`src/design/rbd_pkg.sv`:
```
// ----------------------------------------------------------------------------
// rbd_pkg: shared types and codes for the ring buffer deque
// Operation and status codes, transfer payload types and sequencer states.
// ----------------------------------------------------------------------------
package rbd_pkg;

   localparam logic [2:0] KIND_PUSH_BACK  = 3'd0;
   localparam logic [2:0] KIND_POP_BACK   = 3'd1;
   localparam logic [2:0] KIND_PUSH_FRONT = 3'd2;
   localparam logic [2:0] KIND_POP_FRONT  = 3'd3;
   localparam logic [2:0] KIND_REVERSE    = 3'd4;
   localparam logic [2:0] KIND_CLEAR      = 3'd5;

   localparam logic [1:0] STATUS_OK    = 2'd0;
   localparam logic [1:0] STATUS_FULL  = 2'd1;
   localparam logic [1:0] STATUS_EMPTY = 2'd2;

   localparam int DATA_W  = 32;
   localparam int COUNT_W = 5;

   typedef struct packed {
      logic [2:0]        kind;
      logic [DATA_W-1:0] data_in;
   } req_payload_type;

   typedef struct packed {
      logic [DATA_W-1:0]  data_out;
      logic               data_valid;
      logic [1:0]         status;
      logic [COUNT_W-1:0] count;
   } rsp_payload_type;

   typedef enum logic [2:0] {
      ST_IDLE,
      ST_EXEC,
      ST_REV_RD_A,
      ST_REV_RD_B,
      ST_REV_WR_A,
      ST_REV_WR_B,
      ST_DONE
   } rbd_state_type;

endpackage

```
`src/design/ring_buffer_deque_core.sv`:
```
// ----------------------------------------------------------------------------
// ring_buffer_deque_core: fixed-capacity double-ended queue
// Circular store with front and rear pointers and an element count, run by a
// small sequencer around one shared wrap-around pointer stepper.
//
//   channel | dir | handshake             | payload
//   --------+-----+-----------------------+------------------------------
//   req     | in  | req_valid / req_ready | kind, data_in
//   rsp     | out | rsp_valid / rsp_ready | data_out, data_valid, status, count
//
// Push, pop, clear: the request runs through the execute and final states
// and the result is registered; a new request is taken only back in idle.
// Reverse: swaps floor(count / 2) element pairs, each through the states
// read A, read B, write A, write B on the single read port and single write port.
// Reset clears pointers, count and control; the store is not cleared.
// A result waits in the output register; the sequencer holds in its final
// state only while an earlier result is still not taken.
// ----------------------------------------------------------------------------
module ring_buffer_deque_core #(
   parameter int DEPTH      = 16,
   parameter int ELEM_WIDTH = 32
) (
   input  logic                    clock,
   input  logic                    reset,
   input  logic                    req_valid,
   output logic                    req_ready,
   input  rbd_pkg::req_payload_type req_payload,
   output logic                    rsp_valid,
   input  logic                    rsp_ready,
   output rbd_pkg::rsp_payload_type rsp_payload
);
   import rbd_pkg::*;

   localparam int PTR_W  = (DEPTH > 1) ? $clog2(DEPTH) : 1;
   localparam int HELD_W = $clog2(DEPTH + 1);
   localparam int CPY_W  = (ELEM_WIDTH < DATA_W) ? ELEM_WIDTH : DATA_W;
   localparam int CNT_W  = (HELD_W < COUNT_W) ? HELD_W : COUNT_W;
   localparam logic [PTR_W-1:0]  PtrLast = PTR_W'(DEPTH - 1);
   localparam logic [HELD_W-1:0] HeldFull = HELD_W'(DEPTH);

   rbd_state_type state_ff, state_in;
   logic [2:0]            kind_ff, kind_in;
   logic [ELEM_WIDTH-1:0] elem_ff, elem_in;
   logic [PTR_W-1:0]      front_ff, front_in;
   logic [PTR_W-1:0]      rear_ff, rear_in;
   logic [HELD_W-1:0]     held_ff, held_in;
   logic [PTR_W-1:0]      lo_ff, lo_in;
   logic [PTR_W-1:0]      hi_ff, hi_in;
   logic [HELD_W-1:0]     left_ff, left_in;
   logic [ELEM_WIDTH-1:0] tmp_ff, tmp_in;
   logic                  res_dvalid_ff, res_dvalid_in;
   logic [1:0]            res_status_ff, res_status_in;
   logic                  rsp_valid_ff, rsp_valid_in;
   rsp_payload_type       rsp_payload_ff, rsp_payload_in;

   logic [PTR_W-1:0]      step_ptr;
   logic                  step_up;
   logic [PTR_W-1:0]      step_out;

   logic                  wr_en;
   logic [PTR_W-1:0]      wr_addr;
   logic [ELEM_WIDTH-1:0] wr_data;
   logic                  rd_en;
   logic [PTR_W-1:0]      rd_addr;
   logic [ELEM_WIDTH-1:0] rd_data;

   logic [ELEM_WIDTH-1:0] req_elem;
   logic [DATA_W-1:0]     pop_data;
   logic [COUNT_W-1:0]    count_out;
   logic                  is_full;
   logic                  is_empty;
   logic                  out_free;

   rbd_store #(
      .DEPTH      (DEPTH),
      .ELEM_WIDTH (ELEM_WIDTH),
      .PTR_W      (PTR_W)
   ) u_store (
      .clock   (clock),
      .wr_en   (wr_en),
      .wr_addr (wr_addr),
      .wr_data (wr_data),
      .rd_en   (rd_en),
      .rd_addr (rd_addr),
      .rd_data (rd_data)
   );

   // shared wrap-around pointer stepper
   assign step_out = step_up ? ((step_ptr == PtrLast) ? '0 : step_ptr + 1'b1)
                             : ((step_ptr == '0) ? PtrLast : step_ptr - 1'b1);

   assign is_full  = (held_ff == HeldFull);
   assign is_empty = (held_ff == '0);
   assign out_free = !rsp_valid_ff || rsp_ready;

   always_comb begin
      req_elem = '0;
      req_elem[CPY_W-1:0] = req_payload.data_in[CPY_W-1:0];
      pop_data = '0;
      pop_data[CPY_W-1:0] = rd_data[CPY_W-1:0];
      count_out = '0;
      count_out[CNT_W-1:0] = held_ff[CNT_W-1:0];
   end

   always_comb begin
      step_ptr = front_ff;
      step_up  = 1'b1;
      case (state_ff)
         ST_EXEC: begin
            case (kind_ff) inside
               KIND_PUSH_BACK: begin
                  step_ptr = rear_ff;
                  step_up  = 1'b1;
               end
               KIND_POP_BACK, KIND_REVERSE: begin
                  step_ptr = rear_ff;
                  step_up  = 1'b0;
               end
               KIND_PUSH_FRONT: begin
                  step_ptr = front_ff;
                  step_up  = 1'b0;
               end
               default: begin
                  step_ptr = front_ff;
                  step_up  = 1'b1;
               end
            endcase
         end
         ST_REV_WR_A: begin
            step_ptr = lo_ff;
            step_up  = 1'b1;
         end
         ST_REV_WR_B: begin
            step_ptr = hi_ff;
            step_up  = 1'b0;
         end
         default: begin
            step_ptr = front_ff;
            step_up  = 1'b1;
         end
      endcase
   end

   always_comb begin
      state_in = state_ff;
      unique case (state_ff)
         ST_IDLE: begin
            if (req_valid) begin
               state_in = ST_EXEC;
            end
         end
         ST_EXEC: begin
            if (kind_ff == KIND_REVERSE && held_ff > HELD_W'(1)) begin
               state_in = ST_REV_RD_A;
            end else begin
               state_in = ST_DONE;
            end
         end
         ST_REV_RD_A: state_in = ST_REV_RD_B;
         ST_REV_RD_B: state_in = ST_REV_WR_A;
         ST_REV_WR_A: state_in = ST_REV_WR_B;
         ST_REV_WR_B: begin
            state_in = (left_ff == HELD_W'(1)) ? ST_DONE : ST_REV_RD_A;
         end
         ST_DONE: begin
            if (out_free) begin
               state_in = ST_IDLE;
            end
         end
         default: state_in = ST_IDLE;
      endcase
   end

   always_comb begin
      kind_in        = kind_ff;
      elem_in        = elem_ff;
      front_in       = front_ff;
      rear_in        = rear_ff;
      held_in        = held_ff;
      lo_in          = lo_ff;
      hi_in          = hi_ff;
      left_in        = left_ff;
      tmp_in         = tmp_ff;
      res_dvalid_in  = res_dvalid_ff;
      res_status_in  = res_status_ff;
      rsp_valid_in   = rsp_valid_ff && !rsp_ready;
      rsp_payload_in = rsp_payload_ff;
      wr_en          = 1'b0;
      wr_addr        = rear_ff;
      wr_data        = elem_ff;
      rd_en          = 1'b0;
      rd_addr        = front_ff;
      req_ready      = 1'b0;

      unique case (state_ff)
         ST_IDLE: begin
            req_ready = 1'b1;
            if (req_valid) begin
               kind_in = req_payload.kind;
               elem_in = req_elem;
            end
         end
         ST_EXEC: begin
            res_status_in = STATUS_OK;
            res_dvalid_in = 1'b0;
            unique case (kind_ff)
               KIND_PUSH_BACK: begin
                  if (is_full) begin
                     res_status_in = STATUS_FULL;
                  end else begin
                     wr_en   = 1'b1;
                     wr_addr = rear_ff;
                     rear_in = step_out;
                     held_in = held_ff + 1'b1;
                  end
               end
               KIND_POP_BACK: begin
                  if (is_empty) begin
                     res_status_in = STATUS_EMPTY;
                  end else begin
                     rd_en         = 1'b1;
                     rd_addr       = step_out;
                     rear_in       = step_out;
                     held_in       = held_ff - 1'b1;
                     res_dvalid_in = 1'b1;
                  end
               end
               KIND_PUSH_FRONT: begin
                  if (is_full) begin
                     res_status_in = STATUS_FULL;
                  end else begin
                     wr_en    = 1'b1;
                     wr_addr  = step_out;
                     front_in = step_out;
                     held_in  = held_ff + 1'b1;
                  end
               end
               KIND_POP_FRONT: begin
                  if (is_empty) begin
                     res_status_in = STATUS_EMPTY;
                  end else begin
                     rd_en         = 1'b1;
                     rd_addr       = front_ff;
                     front_in      = step_out;
                     held_in       = held_ff - 1'b1;
                     res_dvalid_in = 1'b1;
                  end
               end
               KIND_REVERSE: begin
                  lo_in   = front_ff;
                  hi_in   = step_out;
                  left_in = held_ff >> 1;
               end
               KIND_CLEAR: begin
                  held_in  = '0;
                  front_in = '0;
                  rear_in  = '0;
               end
               default: begin
                  res_status_in = STATUS_OK;
               end
            endcase
         end
         ST_REV_RD_A: begin
            rd_en   = 1'b1;
            rd_addr = lo_ff;
         end
         ST_REV_RD_B: begin
            rd_en   = 1'b1;
            rd_addr = hi_ff;
            tmp_in  = rd_data;
         end
         ST_REV_WR_A: begin
            wr_en   = 1'b1;
            wr_addr = lo_ff;
            wr_data = rd_data;
            lo_in   = step_out;
         end
         ST_REV_WR_B: begin
            wr_en   = 1'b1;
            wr_addr = hi_ff;
            wr_data = tmp_ff;
            hi_in   = step_out;
            left_in = left_ff - 1'b1;
         end
         ST_DONE: begin
            if (out_free) begin
               rsp_valid_in              = 1'b1;
               rsp_payload_in.data_out   = res_dvalid_ff ? pop_data : '0;
               rsp_payload_in.data_valid = res_dvalid_ff;
               rsp_payload_in.status     = res_status_ff;
               rsp_payload_in.count      = count_out;
            end
         end
         default: begin
            req_ready = 1'b0;
         end
      endcase
   end

   always_ff @(posedge clock) begin
      if (reset) begin
         state_ff     <= ST_IDLE;
         front_ff     <= '0;
         rear_ff      <= '0;
         held_ff      <= '0;
         left_ff      <= '0;
         rsp_valid_ff <= 1'b0;
      end else begin
         state_ff     <= state_in;
         front_ff     <= front_in;
         rear_ff      <= rear_in;
         held_ff      <= held_in;
         left_ff      <= left_in;
         rsp_valid_ff <= rsp_valid_in;
      end
   end

   always_ff @(posedge clock) begin
      kind_ff        <= kind_in;
      elem_ff        <= elem_in;
      lo_ff          <= lo_in;
      hi_ff          <= hi_in;
      tmp_ff         <= tmp_in;
      res_dvalid_ff  <= res_dvalid_in;
      res_status_ff  <= res_status_in;
      rsp_payload_ff <= rsp_payload_in;
   end

   assign rsp_valid   = rsp_valid_ff;
   assign rsp_payload = rsp_payload_ff;

`ifndef SYNTH
   a_held_bound: assert property (@(posedge clock) disable iff (reset)
      held_ff <= HeldFull)
      else $error("element count beyond capacity");

   a_rsp_from_done: assert property (@(posedge clock) disable iff (reset)
      $rose(rsp_valid_ff) |-> $past(state_ff == ST_DONE))
      else $error("result raised outside the final state");

   a_pop_ok: assert property (@(posedge clock) disable iff (reset)
      (state_ff == ST_DONE && res_dvalid_ff) |-> (res_status_ff == STATUS_OK))
      else $error("popped element flagged with an error status");

   a_walk_left: assert property (@(posedge clock) disable iff (reset)
      (state_ff == ST_REV_RD_A) |-> (left_ff != '0))
      else $error("reverse walk entered with no swaps left");
`endif

endmodule

```
`src/design/rbd_store.sv`:
```
// ----------------------------------------------------------------------------
// rbd_store: element store of the ring buffer deque
// One write port and one read port with registered read data.
// ----------------------------------------------------------------------------
module rbd_store #(
   parameter int DEPTH      = 16,
   parameter int ELEM_WIDTH = 32,
   parameter int PTR_W      = 4
) (
   input  logic                  clock,
   input  logic                  wr_en,
   input  logic [PTR_W-1:0]      wr_addr,
   input  logic [ELEM_WIDTH-1:0] wr_data,
   input  logic                  rd_en,
   input  logic [PTR_W-1:0]      rd_addr,
   output logic [ELEM_WIDTH-1:0] rd_data
);

   logic [ELEM_WIDTH-1:0] mem [DEPTH];
   logic [ELEM_WIDTH-1:0] rd_data_ff;

   always_ff @(posedge clock) begin
      if (wr_en) begin
         mem[wr_addr] <= wr_data;
      end
   end

   always_ff @(posedge clock) begin
      if (rd_en) begin
         rd_data_ff <= mem[rd_addr];
      end
   end

   assign rd_data = rd_data_ff;

endmodule

```
`config.mk`:
```
export PLATFORM = sky130hd
export DESIGN_NAME = ring_buffer_deque_core
export DESIGN_NICKNAME = d
export VERILOG_FILES = /design/src/design/rbd_pkg.sv /design/src/design/ring_buffer_deque_core.sv /design/src/design/rbd_store.sv
export SDC_FILE = /design/constraint.sdc
export NUM_CORES = 1
export LEC_CHECK = 0
export BUFFER_PORTS_ARGS = -buffer_cell sky130_fd_sc_hd__buf_4
export CORE_ASPECT_RATIO = 0.5
export CORE_MARGIN = 5
export CORE_UTILIZATION = 25
export CTS_CLUSTER_SIZE = 12
export DETAILED_ROUTE_END_ITERATION = 6
export HOLD_SLACK_MARGIN = 0.1
export PLACE_DENSITY = 0.42
export SYNTH_ARGS = -nofsm -noshare
export SYNTH_HDL_FRONTEND = slang
export SYNTH_SLANG_ARGS = --single-unit
```
`constraint.sdc`:
```
create_clock -name clock -period 9.7 [get_ports clock]
set_input_delay 2.425 -clock clock [delete_from_list [all_inputs] [get_ports clock]]
set_output_delay 2.425 -clock clock [all_outputs]
set_load 0.03 [all_outputs]
```
==> flow_metrics.tcl <==
set metrics [dict create \
    status "finished clean" \
    clock_insertion_delay_worst_skew_ps 630 \
    floorplan.core_area_mm2 0.110 \
    cts_buffer_depth 3 \
    starting_density_of_the_core 0.253 \
    ys_async_sr_fraction 0 \
    post_dp_cell_area_mm2 0.0305 \
    skew_ps 23.1 \
    synth_ff_type "sky130_fd_sc_hd__edfxtp_1" \
    most_frequent_cells_in_the_layout "662 x sky130_fd_sc_hd__edfxtp_1, 510 x sky130_fd_sc_hd__nand2_1, 168 x sky130_fd_sc_hd__nand4_1" \
    critPathSlowestCell "sky130_fd_sc_hd__a21o_4" \
    drive_above_1_share 0.128 \
    synth_seq_area_share 0.729 \
    switchingPower_w 0.00212 \
    first_global_vias 17400 \
    htree_levels 3 \
    netlist_area_mm2 0.0279 \
    clkPwrFrac 0.349 \
    crit_path_cell_trace "nor2b_1, nand2_4, clkinv_2, o21ai_1, a221o_2, inv_2, ha_1, o21ai_0, a21o_1, a31oi_1, a21o_4, buf_4, nand4_1, nand4_1, mux2i_1" \
    cap_violations 0 \
    dr.first_iter.drc_count 1367 \
    cp.required_ps 10040 \
    viasPerCell 4.64 \
    post_synth_num_cell_types 75 \
    power_switching_share 0.287 \
    drv_slew 0 \
    peakVddDrop_mv 0.142 \
    die_w_um 482 \
    post_cts_hold_buffer_count 0 \
    clock_sink_count 684 \
    total_power_per_unit_cell_area_mw_per_mm2 227 \
    edff_count_synth 662 \
    power.sequential.fraction 0.477 \
    grt-ovfl-total 0 \
    finish.net_count 2223 \
    rsz0062_at_grt "no" \
    max_freq_mhz 168 \
    critPathCaptureType "flip-flop" \
    synthCells 2090 \
    grt_first_pass_wirelength_um 120000 \
    cts_made_buffers 72 \
    area_growth_pct 16.9 \
    layout_commonest_cell "sky130_fd_sc_hd__edfxtp_1" \
    wl_per_cell_um 21.8 \
    syn-mean-instance-area_um2 13.3 \
    drc_errors 0 \
    post-layout-total-power_w 0.00739 \
    path_clk_slew_ps 60 \
    timing_worst_setup_path_type "flip-flop to flip-flop" \
    synth_fp_nets 2136 \
    ys_ff_latch 684 \
    critPathMaxFanout 67 \
    globalplace.congestion 0.778 \
    lkg_pwr_nw 10.9 \
    slowest_delay_ps 870 \
    worst_hold_path_type "flip-flop to flip-flop" \
    internal-power_w 0.00527 \
    die_h_um 246 \
    drtAntennaViolNets 0 \
    drt_pass1_iterations 7 \
    worstMarginPinSlew_ps 1130 \
    place_hpwl_um 40000 \
    num_rows 86 \
    tritoncts "yes" \
    period_minus_slack_ps 5950 \
    ctsResizeCount 0 \
    antenna_violations_before_repair 0 \
    fp.dieArea_mm2 0.119 \
    vias 17200 \
    post_cts_buffers 0 \
    cts-root-buf "sky130_fd_sc_hd__clkbuf_16" \
    worstSetupStartpointType "flip-flop" \
    period_share 0.613 \
    max-slew-margin-rel 0.244 \
    post-route-cell-area_mm2 0.0326 \
    critical-path-top-cell-by-count "sky130_fd_sc_hd__nand4_1" \
    rrSetupSlack_ps 3750 \
    timing.setup.tns_ps 0 \
    critical_path_arrival_ps 6290 \
    hold_viol_final 0 \
    groute.usage.overall 0.135 \
    yosysWarningCount 0 \
    port-buffer-count 80 \
    grt_max_degree 184 \
    ioPinCount 81 \
    finalSetupViolCount 0 \
    p_comb_frac 0.174 \
    wirelength_um 80900 \
]
[path summary, 6_finish.rpt]
check             cells past startpoint                       endpoint                  startpoint
setup / recovery                     15  u_store.rd_data[26]$_DFFE_PP_    state_ff[0]$_SDFFE_PP0P_
setup reg to reg                     15  u_store.rd_data[26]$_DFFE_PP_    state_ff[0]$_SDFFE_PP0P_
hold reg to reg                       0       rsp_payload[6]$_DFFE_PP_  res_status_ff[1]$_DFFE_PP_
hold / removal                        0       rsp_payload[6]$_DFFE_PP_  res_status_ff[1]$_DFFE_PP_
[per-layer routing]
layer  vias up  wire, um  global-route usage
li1       7942         -                   -
met1      8783     39900               0.198
met2       406     35600               0.206
met3       115      3550              0.0218
met4         0      1910              0.0369
met5         -         0                   0
[synthesized netlist by cell type (all sizes together) (9+ instances only)]
master | number | area (um2)
nor3 | 13 | 65.1
clkbuf | 62 | 233
dfxtp | 22 | 440
nand2 | 511 | 1930
nand3 | 124 | 621
o21ai | 53 | 269
and2 | 39 | 244
nand4 | 168 | 1050
a22oi | 9 | 72.6
inv | 15 | 56.3
edfxtp | 662 | 19900
nor2 | 54 | 203
mux2i | 122 | 1220
nor2b | 9 | 56.3
buf | 70 | 355
a21oi | 34 | 170
[critical path, delay by kind of cell, from the launching register on]
family / cells / cell delay [ps]
AO/OA/AOI/OAI: 6 / 2380
buffers and inverters: 3 / 1140
flip-flops: 1 / 640
AND/OR/NAND/NOR: 4 / 1140
multiplexers: 1 / 70
adder cells (fa/ha/maj): 1 / 220
[through the flow]
step	util	setup slack (ps)	hold WS, ps	cells
2_1_floorplan	-	5180	400	2090
3_3_place_gp	0.276	3780	411	3599
3_5_place_dp	0.276	3710	415	3599
4_1_cts	0.295	3720	431	3715
5_1_grt	0.295	3340	439	3715
6_report	0.295	3750	429	3716
[power groups by stage]
stage	registers (W)	logic [W]	clock network, W
2_1_floorplan	0.00356	0.000854	0
3_3_place_gp	0.00359	0.00130	0
3_5_place_dp	0.00359	0.00131	0
4_1_cts	0.00353	0.00131	0.00266
5_1_grt	0.00354	0.00142	0.00278
6_report	0.00353	0.00128	0.00258
[flip-flops by register name (all words and copies together), names as in the netlist]
name and cells:
count_out 5, elem_ff 32, front_ff 4, hi_ff 4
kind_ff 3, left_ff 5, lo_ff 4, rear_ff 4
res_dvalid_ff 1, res_status_ff 2, rsp_payload 40, rsp_valid 1
state_ff 3, tmp_ff 32, u_store.mem 512, u_store.rd_data 32
[cells by family (layout without fill, tap and decap cells)]
kind of cell,Yosys count,after routing,share of synthesized area
and+or+nand+nor,954,954,0.159
DFF,684,684,0.729
AOI/OAI and AO/OA,169,169,0.0402
buffers and inverters,148,277,0.0233
muxes,126,126,0.0454
adders and majority gates,7,7,0.00314
xor gates and xnor gates,2,2,0.000628
other,0,1,0
[final cells by class]
cell class	instances	area, um2
fill	11100	77800
sequential	684	20300
multi-input combinational	1258	7090
clock buffer	90	1950
tap	1496	1870
timing repair buffer	145	1110
clock inverter	26	175
inverter	16	61.3
antenna	1	2.50
(Power assumes the default switching activity.)
